File: src/design/rational_number_alu_assert.svh
// ---------------------------------------------------------------------------
// Rational number ALU assertion macros
// Shared property forms for the checks at the end of the top level.
// ---------------------------------------------------------------------------
`ifndef RATIONAL_NUMBER_ALU_ASSERT_SVH
`define RATIONAL_NUMBER_ALU_ASSERT_SVH

// same-cycle implication on clk, off while rst is high
`define RNA_ASSERT_IMPL(label, ante, cons) \
  label: assert property (@(posedge clk) disable iff (rst) (ante) |-> (cons)) \
    else $error("rational_number_alu: assertion failed");

// next-cycle implication on clk, off while rst is high
`define RNA_ASSERT_NEXT(label, ante, cons) \
  label: assert property (@(posedge clk) disable iff (rst) (ante) |=> (cons)) \
    else $error("rational_number_alu: assertion failed");

`endif

File: src/design/rna_pkg.sv
// ---------------------------------------------------------------------------
// Rational number ALU package
// Operation and status codes, command codes and controller/datapath structs.
// ---------------------------------------------------------------------------
package rna_pkg;

  localparam logic [2:0] OP_ADD = 3'd0;
  localparam logic [2:0] OP_SUB = 3'd1;
  localparam logic [2:0] OP_MUL = 3'd2;
  localparam logic [2:0] OP_DIV = 3'd3;
  localparam logic [2:0] OP_CMP = 3'd4;

  localparam logic [1:0] ST_OK   = 2'd0;
  localparam logic [1:0] ST_DIVZ = 2'd1;
  localparam logic [1:0] ST_OVF  = 2'd2;

  // result kinds for the output write
  localparam logic [1:0] RK_ZERO  = 2'd0;
  localparam logic [1:0] RK_DIVZ  = 2'd1;
  localparam logic [1:0] RK_CMP   = 2'd2;
  localparam logic [1:0] RK_ARITH = 2'd3;

  // datapath commands
  localparam logic [3:0] C_NONE   = 4'd0;
  localparam logic [3:0] C_LOAD   = 4'd1;
  localparam logic [3:0] C_MSTART = 4'd2;
  localparam logic [3:0] C_MSTEP  = 4'd3;
  localparam logic [3:0] C_MSTORE = 4'd4;
  localparam logic [3:0] C_COMB   = 4'd5;
  localparam logic [3:0] C_GINIT  = 4'd6;
  localparam logic [3:0] C_GSTEP  = 4'd7;
  localparam logic [3:0] C_DSTART = 4'd8;
  localparam logic [3:0] C_DSTEP  = 4'd9;
  localparam logic [3:0] C_DSTORE = 4'd10;
  localparam logic [3:0] C_WRITE  = 4'd11;

  typedef struct packed {
    logic [3:0] op;
    logic [1:0] sel;
  } cmd_t;

  typedef struct packed {
    logic mul_done;
    logic gcd_done;
    logic div_done;
    logic bad_op;
    logic zero_err;
    logic is_cmp;
    logic out_busy;
  } stat_t;

endpackage

File: src/design/rna_ctrl.sv
// ---------------------------------------------------------------------------
// Rational number ALU controller
// Sequences products, combine, gcd, two divisions and the output write.
// ---------------------------------------------------------------------------
module rna_ctrl (
  input  logic            clk,
  input  logic            rst,
  input  logic            in_valid,
  output logic            in_stall,
  input  rna_pkg::stat_t  stat,
  output rna_pkg::cmd_t   cmd
);
  import rna_pkg::*;

  localparam logic [3:0] S_IDLE   = 4'd0;
  localparam logic [3:0] S_CHECK  = 4'd1;
  localparam logic [3:0] S_MSTART = 4'd2;
  localparam logic [3:0] S_MRUN   = 4'd3;
  localparam logic [3:0] S_COMB   = 4'd4;
  localparam logic [3:0] S_GINIT  = 4'd5;
  localparam logic [3:0] S_GRUN   = 4'd6;
  localparam logic [3:0] S_DSTART = 4'd7;
  localparam logic [3:0] S_DRUN   = 4'd8;
  localparam logic [3:0] S_OUT    = 4'd9;

  logic [3:0] state, state_next;
  logic [1:0] idx, idx_next;
  logic [1:0] kind, kind_next;

  assign in_stall = state != S_IDLE;

  always_comb begin
    state_next = state;
    idx_next   = idx;
    kind_next  = kind;
    cmd.op     = C_NONE;
    cmd.sel    = idx;
    unique case (state)
      S_IDLE: if (in_valid) begin
        cmd.op     = C_LOAD;
        state_next = S_CHECK;
      end
      S_CHECK: begin
        idx_next = 2'd0;
        if (stat.bad_op) begin
          kind_next  = RK_ZERO;
          state_next = S_OUT;
        end else if (stat.zero_err) begin
          kind_next  = RK_DIVZ;
          state_next = S_OUT;
        end else begin
          state_next = S_MSTART;
        end
      end
      S_MSTART: begin
        cmd.op     = C_MSTART;
        state_next = S_MRUN;
      end
      S_MRUN: begin
        if (stat.mul_done) begin
          cmd.op = C_MSTORE;
          if (idx == 2'd2) begin
            state_next = S_COMB;
          end else begin
            idx_next   = idx + 2'd1;
            state_next = S_MSTART;
          end
        end else begin
          cmd.op = C_MSTEP;
        end
      end
      S_COMB: begin
        cmd.op = C_COMB;
        if (stat.is_cmp) begin
          kind_next  = RK_CMP;
          state_next = S_OUT;
        end else begin
          state_next = S_GINIT;
        end
      end
      S_GINIT: begin
        cmd.op     = C_GINIT;
        state_next = S_GRUN;
      end
      S_GRUN: begin
        if (stat.gcd_done) begin
          idx_next   = 2'd0;
          state_next = S_DSTART;
        end else begin
          cmd.op = C_GSTEP;
        end
      end
      S_DSTART: begin
        cmd.op     = C_DSTART;
        state_next = S_DRUN;
      end
      S_DRUN: begin
        if (stat.div_done) begin
          cmd.op = C_DSTORE;
          if (idx == 2'd1) begin
            kind_next  = RK_ARITH;
            state_next = S_OUT;
          end else begin
            idx_next   = 2'd1;
            state_next = S_DSTART;
          end
        end else begin
          cmd.op = C_DSTEP;
        end
      end
      S_OUT: if (!stat.out_busy) begin
        cmd.op     = C_WRITE;
        cmd.sel    = kind;
        state_next = S_IDLE;
      end
      default: state_next = S_IDLE;
    endcase
  end

  always_ff @(posedge clk) begin
    if (rst) begin
      state <= S_IDLE;
      idx   <= 2'd0;
      kind  <= RK_ZERO;
    end else begin
      state <= state_next;
      idx   <= idx_next;
      kind  <= kind_next;
    end
  end

endmodule

File: config.mk
export PLATFORM = sky130hd
export DESIGN_NAME = rna_ctrl
export DESIGN_NICKNAME = d
export VERILOG_FILES = /design/src/design/rational_number_alu_assert.svh /design/src/design/rna_pkg.sv /design/src/design/rna_ctrl.sv
export SDC_FILE = /design/constraint.sdc
export NUM_CORES = 1
export LEC_CHECK = 0
export BUFFER_PORTS_ARGS = -buffer_cell sky130_fd_sc_hd__buf_2
export CAP_MARGIN = 20
export CORE_MARGIN = 1
export CORE_UTILIZATION = 57
export DETAILED_ROUTE_END_ITERATION = 16
export PLACE_DENSITY = 0.88
export SYNTH_ARGS = -nofsm -noshare
export SYNTH_HDL_FRONTEND = slang
export SYNTH_SLANG_ARGS = --single-unit
File: constraint.sdc
create_clock -name clk -period 4.2 [get_ports clk]
set_clock_uncertainty 0.2 [all_clocks]
set_input_delay 0.21 -clock clk [delete_from_list [all_inputs] [get_ports clk]]
set_output_delay 0.21 -clock clk [all_outputs]
set_load 0.02 [all_outputs]
# ---- Word level (Yosys, flattened, before mapping)
# Cells that the tools add are included.
dict set report totals {
  register_bits 8
  out_inout_bits 7
}
dict set report op_classes {
  n_addsub 1
  eq_ne 21
  mux 30
  n_reduce_logical 7
}
# operator count
set op_table {}
lappend op_table {{one-hot mux 4 bit (10 select lines)} 1}
lappend op_table {{2-to-1 mux 4 bit} 9}
lappend op_table {{one-hot mux 4 bit (9 select lines)} 1}
lappend op_table {{2-to-1 mux 2 bit} 12}
lappend op_table {{!= test 2 bit, second input constant} 9}
lappend op_table {{== test 4 x 3 -> 1 bit, second input constant} 4}
lappend op_table {{AND reduction 5 bit} 2}
lappend op_table {{2-to-1 mux 3 bit} 3}
lappend op_table {{== test 4 x 2 -> 1 bit, second input constant} 2}
lappend op_table {{== test 4 bit, second input constant} 2}
lappend op_table {{one-hot mux 2 bit (4 select lines)} 1}
lappend op_table {{nonzero test 4 bit} 2}
lappend op_table {{2-to-1 mux 6 bit} 1}
lappend op_table {{one-hot mux 2 bit (3 select lines)} 1}
lappend op_table {{AND reduction 6 bit} 1}
lappend op_table {{== test 4 x 1 -> 1 bit, second input constant} 1}
lappend op_table {{logical NOT 4 bit} 1}
lappend op_table {{!= test 3 bit, second input constant} 1}
lappend op_table {{nonzero test 3 bit} 1}
lappend op_table {{adder 2 x 1 -> 2 bit, second input constant} 1}
lappend op_table {{== test 2 x 1 -> 1 bit, second input constant} 1}
lappend op_table {{== test 2 bit, second input constant} 1}
lappend op_table {{2-to-1 mux 1 bit} 1}

# ---- Logic depth before layout (Yosys ltp)
# Gate-level depths: netlist of run 1.
dict set report logic_depth {
  word_depth 4
  mapped_depth 7
  depth_no_buf 7
}

# ---- Worst setup path before layout of run 1
# OpenSTA, ideal clock, no wires.
dict set report synth_path {
  path_type {flip-flop to output port}
  startpoint {register state[2]}
  endpoint {output port cmd[1] (netlist bit)}
  arrival_time_ns 1.456
  t_required_ns 3.790
  slack_ns 2.334
  path_stages_with_launch 6
  path_buffers 2
  path_cell_list {dfxtp_1 buf_4 buf_6 nor3_1 nand2_1 o21ai_0}
}
# item line
set synth_lines {}
lappend synth_lines {{start: declaration} rna_ctrl.sv:26} ;# logic [3:0] state, state_next;
lappend synth_lines {{start signal: assignment} rna_ctrl.sv:126} ;# state <= state_next;
lappend synth_lines {{end: declaration} rna_ctrl.sv:11} ;# output rna_pkg::cmd_t cmd

==> results of run 1 <==
area by class of cell:
class / count / area (um2) / area share
clock buffer: 3 / 22.5 / 0.0250
sequential: 8 / 160 / 0.178
timing repair buffer: 16 / 80.1 / 0.0888
multi-input combinational: 94 / 598 / 0.663
inverter: 6 / 22.5 / 0.0250
tap: 15 / 18.8 / 0.0208
registers in the layout (all words and copies together) (netlist names):
name / count
idx: 2
state: 4
kind: 2
metrics by stage:
step           std cells  hold WS [ns]
2_1_floorplan        117         0.191
3_3_place_gp         139         0.264
3_5_place_dp         139         0.272
4_1_cts              142        0.0563
5_1_grt              142        0.0815
6_report             142        0.0764
worst max path at each step:
| stage | endpoint | startpoint | depth (start not counted) |
|---|---|---|---|
| finish | cmd[0] | state[3] | 5 |
| global route | cmd[0] | state[3] | 5 |
| CTS | cmd[0] | state[3] | 5 |
| detailed placement | cmd[0] | state[3] | 5 |
| global placement | cmd[0] | state[3] | 5 |
| floorplan | cmd[1] | state[2] | 5 |
cell usage after synthesis, drive strengths merged (3+ instances only):
cell     number
a21oi         7
a2bb2oi       3
a32oi         3
buf           7
dfxtp         8
inv           6
nand2        14
nand3         4
nand3b        3
nor2          9
nor2b         4
nor3          7
nor3b         3
o21ai        10
worst register-to-register path: cells and delay by family (launching register included):
kind,cells,cell delay [ns]
buffers and inverters,1,0.20
DFF,1,0.78
AOI/OAI and AO/OA,3,0.90
cells in the final DEF (no fill, tap or decap), drive strengths merged, types with 2 or more instances in the layout:
cell type / n
nand3: 4
clkbuf: 3
buf: 16
o21ai: 10
ha: 2
nor2: 9
nand3b: 3
inv: 6
a21oi: 7
a2bb2oi: 3
nand2: 14
a31oi: 2
o22ai: 2
nor3b: 3
a32oi: 3
nor2b: 4
nor3: 7
nand2b: 2
dfxtp: 8
report_power, final:
| group | internal [mW] | total (mW) | switching (mW) |
|---|---|---|---|
| Combinational | 0.104 | 0.247 | 0.143 |
| Clock | 0.0324 | 0.0545 | 0.0221 |
| Sequential | 0.0922 | 0.142 | 0.0497 |
routing by layer:
layer,vias up,wire [um],global-route usage,part of all wire
li1,452,-,-,-
met1,425,845,0.424,0.40
met2,86,943,0.409,0.45
met3,6,280,0.0611,0.13
met4,0,49,0.167,0.023
met5,-,0,0,0
cells by family (layout without fill, tap and decap cells):
kind of cell / Yosys count / count (layout) / share of synthesized area
buffers and inverters: 15 / 25 / 0.0996
flip-flops: 8 / 8 / 0.190
AO/OA/AOI/OAI: 40 / 40 / 0.349
adder cells (fa/ha/maj): 2 / 2 / 0.0297
multiplexers: 2 / 2 / 0.0253
AND/OR/NAND/NOR: 50 / 50 / 0.306
==> flow_summary.ini, run 1 <==
[outcome]
status = finished, final reports clean

[layout]
area_growth_pct = 7.13
layout.filler_cells = 114
diodes = 0
nets = 141
drive_above_1_share = 0.205
final_area_um2 = 902
post-route-util = 0.676

[logic_synthesis]
synth.distinct_cells = 41
avgSynthCellArea_um2 = 7.20
synth_top_area_frac = 0.190
synth_flop_cell = dfxtp_1
synth-seq-area-share = 0.190
mappedNetlistNets = 129
async_flop_share = 0
synth_enable_flop_cells = 0
synth_area_leaders = dfxtp_1 (19%), nand2_1 (6.2%), o21ai_0 (5.9%)
syn-cell-area_um2 = 842
netlist_instances = 117
ys_seq_elements = 8
synth_top_area_cell = dfxtp_1
ys_warn_count = 0

[sta]
fin_ws_ns = 1.44
finalCritPeriodShare = 0.658
timing.fmax_mhz = 362
relSlewSlack = 0.511
fin_tns_setup_ns = 0
finalSetupViolCount = 0
tightestPinTransition_ns = 0.733
fin_crit_ns = 2.76
drv_slew = 0
hold_violations = 0
rsz0062_at_grt = no

[critical_path]
crit_arrival_ns = 2.35
end_kind = output port
reg2reg_depth = 4
r2r_end = state[2]
crit_buf_inv = 2
critPathKind = flop to output port
cp_slowest_cell = dfxtp_1
cp.required_ns = 3.79
cp_top_family = flip-flops
r2r-start = state[0]
cp_max_fo = 19
path_cells = inv_1, nor3_1, nand2_1, mux2_2, buf_2
r2r_setup_slack_ns = 2.02
worst_setup_path_start_kind = flop
critPathMaxStageDelay_ns = 0.71

[drt]
vias = 969
postRouteAntennaNets = 0
wl_mm = 2.12
vias_per_cell = 6.82
first_pass_iters = 5
drtIter0Drc = 67
wl_per_cell_um = 14.9
drc = 0

[floorplan]
start_util = 0.631
core-area_um2 = 1330
die_area_um2 = 1630
pin_count = 17
die_x_um = 40.4
row_count = 13
die_h_um = 40.4

[placed_design]
place_ws_ns = 1.77
dpl_cell_area_um2 = 880
io_buffers = 16
place.gp.congestion = 0.944
dp_hpwl_mm = 1.58

[grt]
grt_pass1_vias = 721
grt_pass1_wl_mm = 3.24
grt-ovfl-total = 0
grtUsageTotal = 0.298
grt_max_degree = 25
grt_antenna_before_repair = 0

[clock_network]
cts_buffer_depth = 2
cts_setup_buffers = 0
clk_pin_slew_ns = 0.05
root_buffer = clkbuf_4
cts_sinks = 8
h-tree-depth = 1
ctsHoldBuffers = 0
postCtsResizedCells = 0
cts_buffers = 3
tritoncts = done
clk_latency_ns = 0.24

[pwr]
p_leak_nw = 0.356
power.total_mw = 0.443
peakVddDrop_v = 0.000249
powerDensity_nw_per_um2 = 491

[worst_hold_path]
hold_end = state[0]
min_path_type = input port to flop
hold_path.startpoint = rst
hold_depth = 2

[flow_run]
cap_viol_max_count = 0
(Power assumes the default switching activity.)
==> run 2, diff against run 1 <==
CORE_UTILIZATION = 48   (was 57)
PLACE_DENSITY = 0.8   (was 0.88)
clock period = 2.43 ns   (was 4.2 ns; I/O delays follow)
==> flow_summary.ini, run 2 (synthesis results as in run 1) <==
[drt]
vias_per_cell = 6.50
wl_mm = 2.23
postRouteAntennaNets = 0
first_pass_iters = 6
drc = 0
drtIter0Drc = 66
vias = 968
wl_per_cell_um = 15.0

[layout]
layout_commonest_cell = buf_2
final_area_um2 = 953
drive_above_1_share = 0.226
top_regs = state x4, idx x2, kind x2
area_growth_pct = 13.2
instances_no_fill = 149
final_cell_mix = buf_2 (16), nand2_1 (14), o21ai_0 (10)
largest_reg_flops = 4
nets = 147
max_flop_register = state
diodes = 0

[floorplan]
die_h_um = 43.9
die_area_um2 = 1930
die_x_um = 43.9
pin_count = 17
core-area_um2 = 1580
start_util = 0.534
row_count = 14

[clock_network]
h-tree-depth = 1
root_buffer = clkbuf_4
clk_pin_slew_ns = 0.06
cts_buffers = 3
cts_setup_buffers = 0
cts_buffer_depth = 2
cts_sinks = 8
tritoncts = done
clk_latency_ns = 0.26

[critical_path]
cp.required_ns = 2.11
crit_end = cmd[2]
crit_arrival_ns = 1.95
end_kind = output port
worst_setup_path_start_kind = flop
cp_max_fo = 22
r2r-start = state[1]
r2r_end = idx[1]
reg2reg_depth = 5
worstSetupStartpoint = state[1]
r2r_setup_slack_ns = 0.44
critPathKind = flop to output port

[sta]
timing.fmax_mhz = 440
drv_slew = 0
fin_crit_ns = 2.27
tightestPinTransition_ns = 0.699
hold_violations = 0
rsz0062_at_grt = no
finalSetupViolCount = 0
finalCritPeriodShare = 0.936
fin_tns_setup_ns = 0
relSlewSlack = 0.533

[placed_design]
dp.cells = 144
io_buffers = 16
place.gp.congestion = 0.931
dpl_cell_area_um2 = 911
dp_hpwl_mm = 1.66

[pwr]
power_switching_mw = 0.382
powerDensity_nw_per_um2 = 833
p_leak_nw = 0.385
p_int_mw = 0.413
combPwrFrac = 0.607
seq_power_share = 0.259
pwr-share-clk = 0.134
peakVddDrop_v = 0.000432
switching_share = 0.481

[grt]
grt_pass1_vias = 816
grtUsageTotal = 0.267
grt_antenna_before_repair = 0
grt_pass1_wl_mm = 3.75
grt-ovfl-total = 0
grt_max_degree = 23

[worst_hold_path]
min_path_type = input port to flop

[flow_run]
cap_viol_max_count = 0

[outcome]
status = finished, final reports clean
==> run 2: worst min-delay path by stage <==
stage                       start        to  slack, ns  cells after the start
after floorplan               rst  state[2]       0.10                      2
after global placement        rst   kind[0]       0.25                      2
after detailed placement      rst  state[3]       0.24                      2
after CTS                 stat[3]   kind[0]       0.07                      4
after global routing      stat[3]   kind[0]       0.09                      4
final                     stat[3]   kind[0]       0.07                      4
==> run 2: timing repair <==
action | CTS | global route
hold buffers | 2 | 0
endpoints found under the hold margin | 5 | 0
resized for setup | 0 | 0
endpoints found under the setup margin | 0 | 0
==> run 2: cell type report <==
cell class,instances,area (um2)
sequential,8,160
inverter,6,22.5
tap,16,20.0
timing repair buffer,22,130
multi-input combinational,94,598
clock buffer,3,22.5
fill,154,623
==> run 2: power groups by stage <==
stage	clock network, mW	logic [mW]	registers, mW
finish	0.106	0.483	0.205
floorplan	0	0.401	0.176
CTS	0.106	0.476	0.204
detailed placement	0	0.472	0.207
global placement	0	0.465	0.203
global route	0.114	0.526	0.213
==> run 2: critical path: stages, from the launching register on <==
cell	delay, ns
dfxtp_1	0.77
nor2b_1	0.23
o21ai_0	0.23
o31a_4	0.21
o21ai_0	0.07
buf_2	0.18
==> run 2: per-stage QoR <==
stage                     hold slack (ns)  power, mW   util  setup slack [ns]
after detailed placement            0.237      0.679  0.578             0.433
final                              0.0688      0.794  0.605             0.156
after floorplan                     0.103      0.577      -             0.652
after global routing               0.0890      0.853  0.605           0.00214
after global placement              0.246      0.667  0.578             0.462
after CTS                          0.0693      0.786  0.605             0.175
==> run 2: layer usage <==
layer  vias to the layer above  part of all wire  GRT usage
met1                       442              0.45      0.376
met5                         -                 0          0
met4                         0             0.029      0.164
met2                        52              0.45      0.391
li1                        468                 -          -
met3                         6             0.067     0.0250
==> run 3, diff against run 2 <==
BUFFER_PORTS_ARGS = unset   (was -buffer_cell sky130_fd_sc_hd__buf_2)
CORE_MARGIN = 3   (was 1)
CORE_UTILIZATION = 55   (was 48)
DONT_BUFFER_PORTS = 1   (was unset)
PLACE_DENSITY = 0.79   (was 0.8)
TNS_END_PERCENT = 30   (was unset)
==> flow_summary.ini, run 3 (synthesis results as in run 1) <==
[critical_path]
worst_setup_path_start_kind = flop
cp_max_fo = 15
critPathKind = flop to flop
reg2reg_depth = 7
r2r-start = state[0]
crit_arrival_ns = 2.27
r2r_setup_slack_ns = 0.10
path_cells = buf_4, nor3_2, nand3_1, nand3_1, mux2i_1, nor2_1, dlygate4sd3_1
crit_top_cell = nand3_1
r2r_end = kind[0]
critPathMaxStageDelay_ns = 0.56
cp_slowest_cell = dlygate4sd3_1
worstSetupStartpoint = state[0]
cp.required_ns = 2.37
end_kind = flop

[layout]
area_growth_pct = 8.92
top_regs = state x4, idx x2, kind x2
nets = 135
layout_commonest_cell = nand2_1
diodes = 0
instances_no_fill = 136
drive_above_1_share = 0.149
layout.filler_cells = 128
final_cell_mix = nand2_1 (14), o21ai_0 (10), nor2_1 (9)
max_flop_register = state
largest_reg_flops = 4

[drt]
postRouteAntennaNets = 0
wl_mm = 2.24
first_pass_iters = 4
wl_per_cell_um = 16.4
drc = 0
vias_per_cell = 6.74
vias = 916
drtIter0Drc = 35

[sta]
fin_tns_setup_ns = 0
finalSetupViolCount = 0
finalCritPeriodShare = 0.958
relSlewSlack = 0.541
tightestPinTransition_ns = 0.681
fin_ws_ns = 0.103
rsz0062_at_grt = no
timing.fmax_mhz = 430
hold-worst-slack_ns = 0.00965
hold_violations = 0
fin_crit_ns = 2.33
drv_slew = 0

[placed_design]
io_buffers = 0
dp.cells = 128
dp_hpwl_mm = 1.63
place.gp.congestion = 0.972
place_ws_ns = 0.417

[worst_hold_path]
min_path_type = input port to flop
hold_end = state[1]
hold_path.startpoint = stat[4]
hold_depth = 4

[floorplan]
die_area_um2 = 2040
die_h_um = 45.1
core-area_um2 = 1370
die_x_um = 45.1
row_count = 13
start_util = 0.616
pin_count = 17

[pwr]
pwr-share-clk = 0.130
p_leak_nw = 0.336
power_switching_mw = 0.370
switching_share = 0.480
combPwrFrac = 0.592
peakVddDrop_v = 0.000460
p_int_mw = 0.402
powerDensity_nw_per_um2 = 841
seq_power_share = 0.278

[clock_network]
cts_buffer_depth = 2
h-tree-depth = 1
root_buffer = clkbuf_4
tritoncts = done
cts_sinks = 8
clk_latency_ns = 0.25
clk_pin_slew_ns = 0.06
cts_buffers = 3

[grt]
grt_pass1_wl_mm = 3.57
grt-ovfl-total = 0
grt_max_degree = 23
grtUsageTotal = 0.236
grt_antenna_before_repair = 0
grt_pass1_vias = 786

[outcome]
status = finished, final reports clean

[flow_run]
cap_viol_max_count = 0
## run 3: cell count changes in the layout (fill, tap and decap cells not counted), moves of 2 or more
cell and delta:
buf_2 -16, dlygate4sd3_1 +3, dfxtp_1 -2, dfxtp_2 +2
## run 3: timing repair
action | 4_1_cts | 5_1_grt
endpoints found under the hold margin | 8 | 1
setup endpoints to repair | 0 | 2
hold buffers | 4 | 1
resized for setup | 0 | 3
buffers inserted | 0 | 0
## run 3: final cells by class
cell class                      instances  area [um2]  share of cell area
Tap cell                               15        18.8              0.0205
Inverter                                6        22.5              0.0246
Clock buffer                            3        22.5              0.0246
Multi-Input combinational cell         94         603               0.658
Timing Repair Buffer                   10        87.6              0.0955
Sequential cell                         8         163               0.177
## run 3: worst max-delay path by stage
stage	endpoint	slack (ns)	cells after the start
2_1_floorplan	cmd[1]	0.65	5
3_3_place_gp	cmd[2]	0.41	4
3_5_place_dp	cmd[2]	0.42	4
4_1_cts	kind[0]	0.03	7
5_1_grt	kind[0]	0.01	7
6_report	kind[0]	0.10	7
## run 3: power by group through the flow
stage          Combinational [mW]  Clock [mW]  Sequential [mW]
2_1_floorplan               0.401           0            0.176
3_3_place_gp                0.425           0            0.210
3_5_place_dp                0.430           0            0.213
4_1_cts                     0.444       0.104            0.210
5_1_grt                     0.495       0.113            0.219
6_report                    0.457       0.100            0.214
## run 3: metrics by stage
stage               total power [mW]   util  cell area, um2
finish                         0.771  0.671             917
floorplan                      0.577      -             842
global placement               0.635  0.613             837
global route                   0.827  0.671             917
CTS                            0.758  0.658             900
detailed placement             0.643  0.613             837
## run 3: layer usage
| metal | vias to the layer above | track usage | wire, um |
|---|---|---|---|
| met5 | - | 0 | 0 |
| met4 | 0 | 0.0702 | 23 |
| met3 | 2 | 0.0717 | 246 |
| met2 | 56 | 0.350 | 1010 |
| met1 | 414 | 0.325 | 953 |
| li1 | 444 | - | - |
## run 3: worst max-delay path, delay by kind of cell, from the launching register on
family | cells | cell delay [ns]
buf+inv | 2 | 0.80
flops | 1 | 0.44
mux | 1 | 0.19
simple gates | 4 | 0.59
